<file path="src/assert_macros.svh">
// ----------------------------------------------------------------------------
// Assertion macros
// Clocked assertion wrappers, empty when SYNTHESIS is defined.
// ----------------------------------------------------------------------------
`ifndef ASSERT_MACROS_SVH
`define ASSERT_MACROS_SVH
`ifndef SYNTHESIS
`define ASSERT_PROP(lbl, clk, rstn, prop) \
  lbl: assert property (@(posedge clk) disable iff (!rstn) prop) \
    else $error("assertion failed");
`define ASSERT_NEVER(lbl, clk, rstn, expr) \
  lbl: assert property (@(posedge clk) disable iff (!rstn) !(expr)) \
    else $error("forbidden condition");
`else
`define ASSERT_PROP(lbl, clk, rstn, prop)
`define ASSERT_NEVER(lbl, clk, rstn, expr)
`endif
`endif

</file>
<file path="src/lix_pkg.sv">
// ----------------------------------------------------------------------------
// Line intersection package
// Shared constants, status codes and the classification word.
// ----------------------------------------------------------------------------
`default_nettype none
package lix_pkg;
  localparam int COORD_BITS_DEF = 24;
  localparam int TOL_BITS = 16;
  localparam logic [TOL_BITS-1:0] TOL_RESET = 16'd1;
  localparam int FIFO_DEPTH = 4;

  localparam logic [1:0] ST_HIT      = 2'd0;
  localparam logic [1:0] ST_PARALLEL = 2'd1;
  localparam logic [1:0] ST_OUTSIDE  = 2'd2;
  localparam logic [1:0] ST_SAT      = 2'd3;

  typedef struct packed {
    logic parallel;
    logic same_org;
    logic confined;
  } cls_t;

  localparam int CLS_BITS = $bits(cls_t);

  function automatic int word_bits(int cb);
    return CLS_BITS + 16 * cb + 7;
  endfunction
endpackage
`default_nettype wire

</file>
<file path="src/lix_fifo.sv">
// ----------------------------------------------------------------------------
// Line intersection queue
// Short queue between front end and back end; pops whenever not empty.
// ----------------------------------------------------------------------------
`default_nettype none
module lix_fifo #(
  parameter int W = 8
) (
  input  logic         clk_i,
  input  logic         rst_ni,
  input  logic         push_i,
  input  logic [W-1:0] data_i,
  output logic         valid_o,
  output logic [W-1:0] data_o,
  output logic         busy_o
);
  import lix_pkg::*;

  localparam int AW = $clog2(FIFO_DEPTH);
  localparam int CW = $clog2(FIFO_DEPTH + 1);

  logic [W-1:0]  mem_q [FIFO_DEPTH];
  logic [AW-1:0] wr_q, rd_q;
  logic [CW-1:0] cnt_q;
  logic          pop;

  assign pop     = (cnt_q != '0);
  assign valid_o = pop;
  assign data_o  = mem_q[rd_q];
  // leave room for the words still inside the front end
  assign busy_o  = (cnt_q >= CW'(FIFO_DEPTH - 2));

  always_ff @(posedge clk_i or negedge rst_ni) begin
    if (!rst_ni) begin
      wr_q  <= '0;
      rd_q  <= '0;
      cnt_q <= '0;
    end else begin
      if (push_i) wr_q <= wr_q + AW'(1);
      if (pop) rd_q <= rd_q + AW'(1);
      cnt_q <= cnt_q + CW'(push_i) - CW'(pop);
    end
  end

  always_ff @(posedge clk_i) begin
    if (push_i) mem_q[wr_q] <= data_i;
  end
endmodule
`default_nettype wire

</file>
<file path="config.mk">
export PLATFORM = sky130hd
export DESIGN_NAME = lix_fifo
export DESIGN_NICKNAME = d
export VERILOG_FILES = /design/src/assert_macros.svh /design/src/lix_pkg.sv /design/src/lix_fifo.sv
export SDC_FILE = /design/constraint.sdc
export NUM_CORES = 1
export LEC_CHECK = 0
export BUFFER_PORTS_ARGS = -buffer_cell sky130_fd_sc_hd__buf_2
export CAP_MARGIN = 10
export CORE_UTILIZATION = 30
export CTS_CLUSTER_DIAMETER = 50
export DETAILED_ROUTE_END_ITERATION = 10
export PLACE_DENSITY = 0.58
export SYNTH_ARGS = -nofsm -noshare
export SYNTH_HDL_FRONTEND = slang
export SYNTH_SLANG_ARGS = --single-unit
</file>
<file path="constraint.sdc">
create_clock -name clk_i -period 3.15 [get_ports clk_i]
set_clock_uncertainty 0.15 [all_clocks]
set_input_delay 0.315 -clock clk_i [delete_from_list [all_inputs] [get_ports clk_i]]
set_output_delay 0.315 -clock clk_i [all_outputs]
set_load 0.05 [all_outputs]
</file>
==> summary.md <==
| Metric | Value |
|---|---|
| Xor and xnor area share after synthesis | between 2 and 2.5% |
| Clock transition at the registers of the reported paths | about 0.070 ns |
| DR WL/cell | between 10 and 15 um |
| Global-route wire length before repair | ~4.1 mm |
| Core area | a little under 5000 um^2 |
| Pre-CTS worst setup slack | about 0.96 ns |
| Number of global-route vias before repair | between 800 and 900 |
| VDD IR-drop max | just under 0.0005 V |
| Clock period minus worst slack | roughly 2.3 ns |
| Highest Clock Rate | 0.430 GHz |
| Relative max-transition margin | between 50 and 60% |
| Root Buffer | clkbuf_8 |
| Number of H-tree branching levels | 2 |
| Total number of vias | 760 |
| Type of the setup path with the least slack | register to primary output |
| Yosys warns | 0 |
| Overall Power | 0.00186 W |
| Post-synthesis area per instance | between 20 and 25 um^2 |
| Post-route clock period utilization | roughly 74% |
| Kind of path behind the tightest hold check | input pin to register |
| Final core utilization | a little under two fifths |
| Synthesized-area fraction occupied by adder cells | approximately 6.9% |
| Seq/Total Area, Yosys | between 70 and 80% |
| Aggregate global routing overflow | 0 |
| N_diodes | 0 |
| Power density cells | slightly above 1000 nW/um^2 |
| Half-perimeter wire length after detailed placement | 1.67 mm |
| Per-cell via count in the routed design | ~4.4 |
| Leak pwr | around 0.68 nW |
| Global-route usage over all layers | about 11% |
| Ratio of cells with drive above 1 in the final layout | approximately a third |
| Outcome | finished clean |
| Routed wire length | between 2 and 3 mm |
| Antenna-violating nets left | 0 |
| Most frequent standard cell in the layout excluding fill and tap cells | edfxtp_1 |
| Final Wtd Congestion | 0.692 |
| TritonCTS clock tree | yes |
| Sort of element at the start of the critical path | register |
| Signal arrival time at the worst endpoint | 1.86 ns |
| Die Span X | 74.1 um |
| Syn_nets | 97 |
| Largest family of logic cells by synthesized area | multiplexers |
| Required time of the critical path | about 2.7 ns |
| RSZ-0062 raised after global routing | no |
| Share of the synthesized area in compound gates (AO/OA/AOI/OAI) | under 10% |
| Hold violation total from the final report | 0 |
| Total negative setup slack | 0 ns |
| Most used cells in the layout excluding fill and tap cells | edfxtp_1, buf_2, inv_1, mux4_2 |
| Number of max-cap violations | 0 |
| Transition time of the tightest slew-check pin | between 0.6 and 0.7 ns |
| Later-pin clock latency in the skew report | between 0.2 and 0.3 ns |
| Iteration count of the initial detailed-routing pass | 4 |
| Count of unique library cells instantiated by Yosys | 15 |
| Type of element capturing the critical path | primary output |
| Area of placed instances | around 1700 um^2 |
| Starting utilization of the core area | between 30% and 40% |
| Number of antenna violations at the first check in global routing | 0 |
| Number of nets in the final layout | roughly 120 |
| Crit-path cells | mux4_2, buf_2 |
| Synthesized-area fraction occupied by and/or/nand/nor cells | 2.25% |
| Area added between synthesis and finish | 16.8% |
| Proportion of synthesized area in mux cells | 11.5% |
| Synthesized netlist cell count | 78 |
| Final worst-path setup slack | slightly above 0.8 ns |
| Worst Path Max Fanout | 10 |
| Cts bufs inserted | 5 |
| Delay contributed by the slowest stage of the critical path | 0.75 ns |
| Clock sink total | 39 |
| Top-Level Pins | 21 |
| Pins over their slew limit | 0 |
| Final standard cell area without fillers | around 1800 um^2 |
| Pin count of the biggest net entering global routing | 13 |
| Post-CTS repair timing setup buffer count | 0 |
| Endpoints failing setup | 0 |
| Total Die Area | roughly 5500 um^2 |
| Drt drc | 0 |
| Cell with the largest stage delay on the worst path | dfrtp_1 |
| FP Rows | 25 |
| Violation count after the first detailed-routing iteration | 34 |
| Floorplan die height | 74.1 um |
| Post-synthesis register bit count | 39 |
| Maximum count of clock buffers along a single path | 2 |
| Syn Std Cell Area | 1560 um^2 |
| Number of buffers added on ports | 20 |
## flip-flops by register name, indices dropped and copies added, names as in the netlist
register,count
mem_q,32
cnt_q,3
rd_q,2
wr_q,2
## cells in the mapped netlist
cell	count	area [um^2]
edfxtp_1	32	961
nand2_1	1	3.75
xor2_1	3	26.3
clkbuf_2	1	5.00
ha_1	7	87.6
inv_1	8	30.0
dfrtp_1	7	175
o21ai_0	1	5.00
mux4_2	8	180
buf_6	1	11.3
and2_1	4	25.0
o31ai_1	2	15.0
or3_1	1	6.26
xnor2_1	1	8.76
fa_1	1	20.0
## metrics by stage
stage	hold WS (ns)	instances
CTS	0.0817	172
detailed placement	0.00435	163
floorplan	-0.131	78
global placement	0.00107	163
finish	0.0915	172
global route	0.0848	172
## kinds of logic after synthesis
logic type,Yosys count
mux,8
compound gates,3
simple gates,6
buf+inv,10
fa+ha+maj,8
xor+xnor,4
flops,39
## where the power goes
part           switching, W  internal (W)
Combinational      0.000477      0.000252
Clock              0.000168      0.000155
Sequential         0.000117      0.000695
## metal layers
layer	up-vias	share of wire (%)	global-route usage (%)
li1	344	-	-
met1	385	46	13.4
met2	27	47	16.8
met3	4	5.3	3.66
met4	0	1.1	5.13
met5	-	0	0
## critical path, delay by kind of cell, from the launching register on
| kind | cells | cell delay (ns) |
|---|---|---|
| buffers and inverters | 1 | 0.23 |
| DFF | 1 | 0.75 |
| muxes | 1 | 0.59 |
## final timing paths
check,end,startpoint,slack [ns],cells past startpoint
worst max-delay path,data_o[4],rd_q[0]$_DFFE_PN0N_,0.82,2
worst min-delay path,mem_q[2][5]$_DFFE_PP_,data_i[5],0.09,1
worst max register to register,cnt_q[2]$_DFF_PN0_,cnt_q[1]$_DFF_PN0_,0.97,7
worst min register to register,wr_q[0]$_DFFE_PN0P_,wr_q[0]$_DFFE_PN0P_,0.39,1
max in group asynchronous,rd_q[1]$_DFFE_PN0N_,rst_ni,2.47,2
min in group asynchronous,cnt_q[0]$_DFF_PN0_,rst_ni,0.23,2
## what timing repair did
action,in CTS,in global routing
hold endpoints to repair,7,0
hold buffers,1,0
endpoints found under the setup margin,0,0
gates resized for setup,0,0
## area by class of cell
class | count | area, um^2
inverter | 8 | 30.0
sequential | 39 | 1140
fill | 471 | 3030
multi-input combinational | 29 | 378
tap | 67 | 83.8
clock buffer | 6 | 72.6
clock inverter | 2 | 12.5
timing repair buffer | 21 | 110
(Power assumes the default switching activity.)
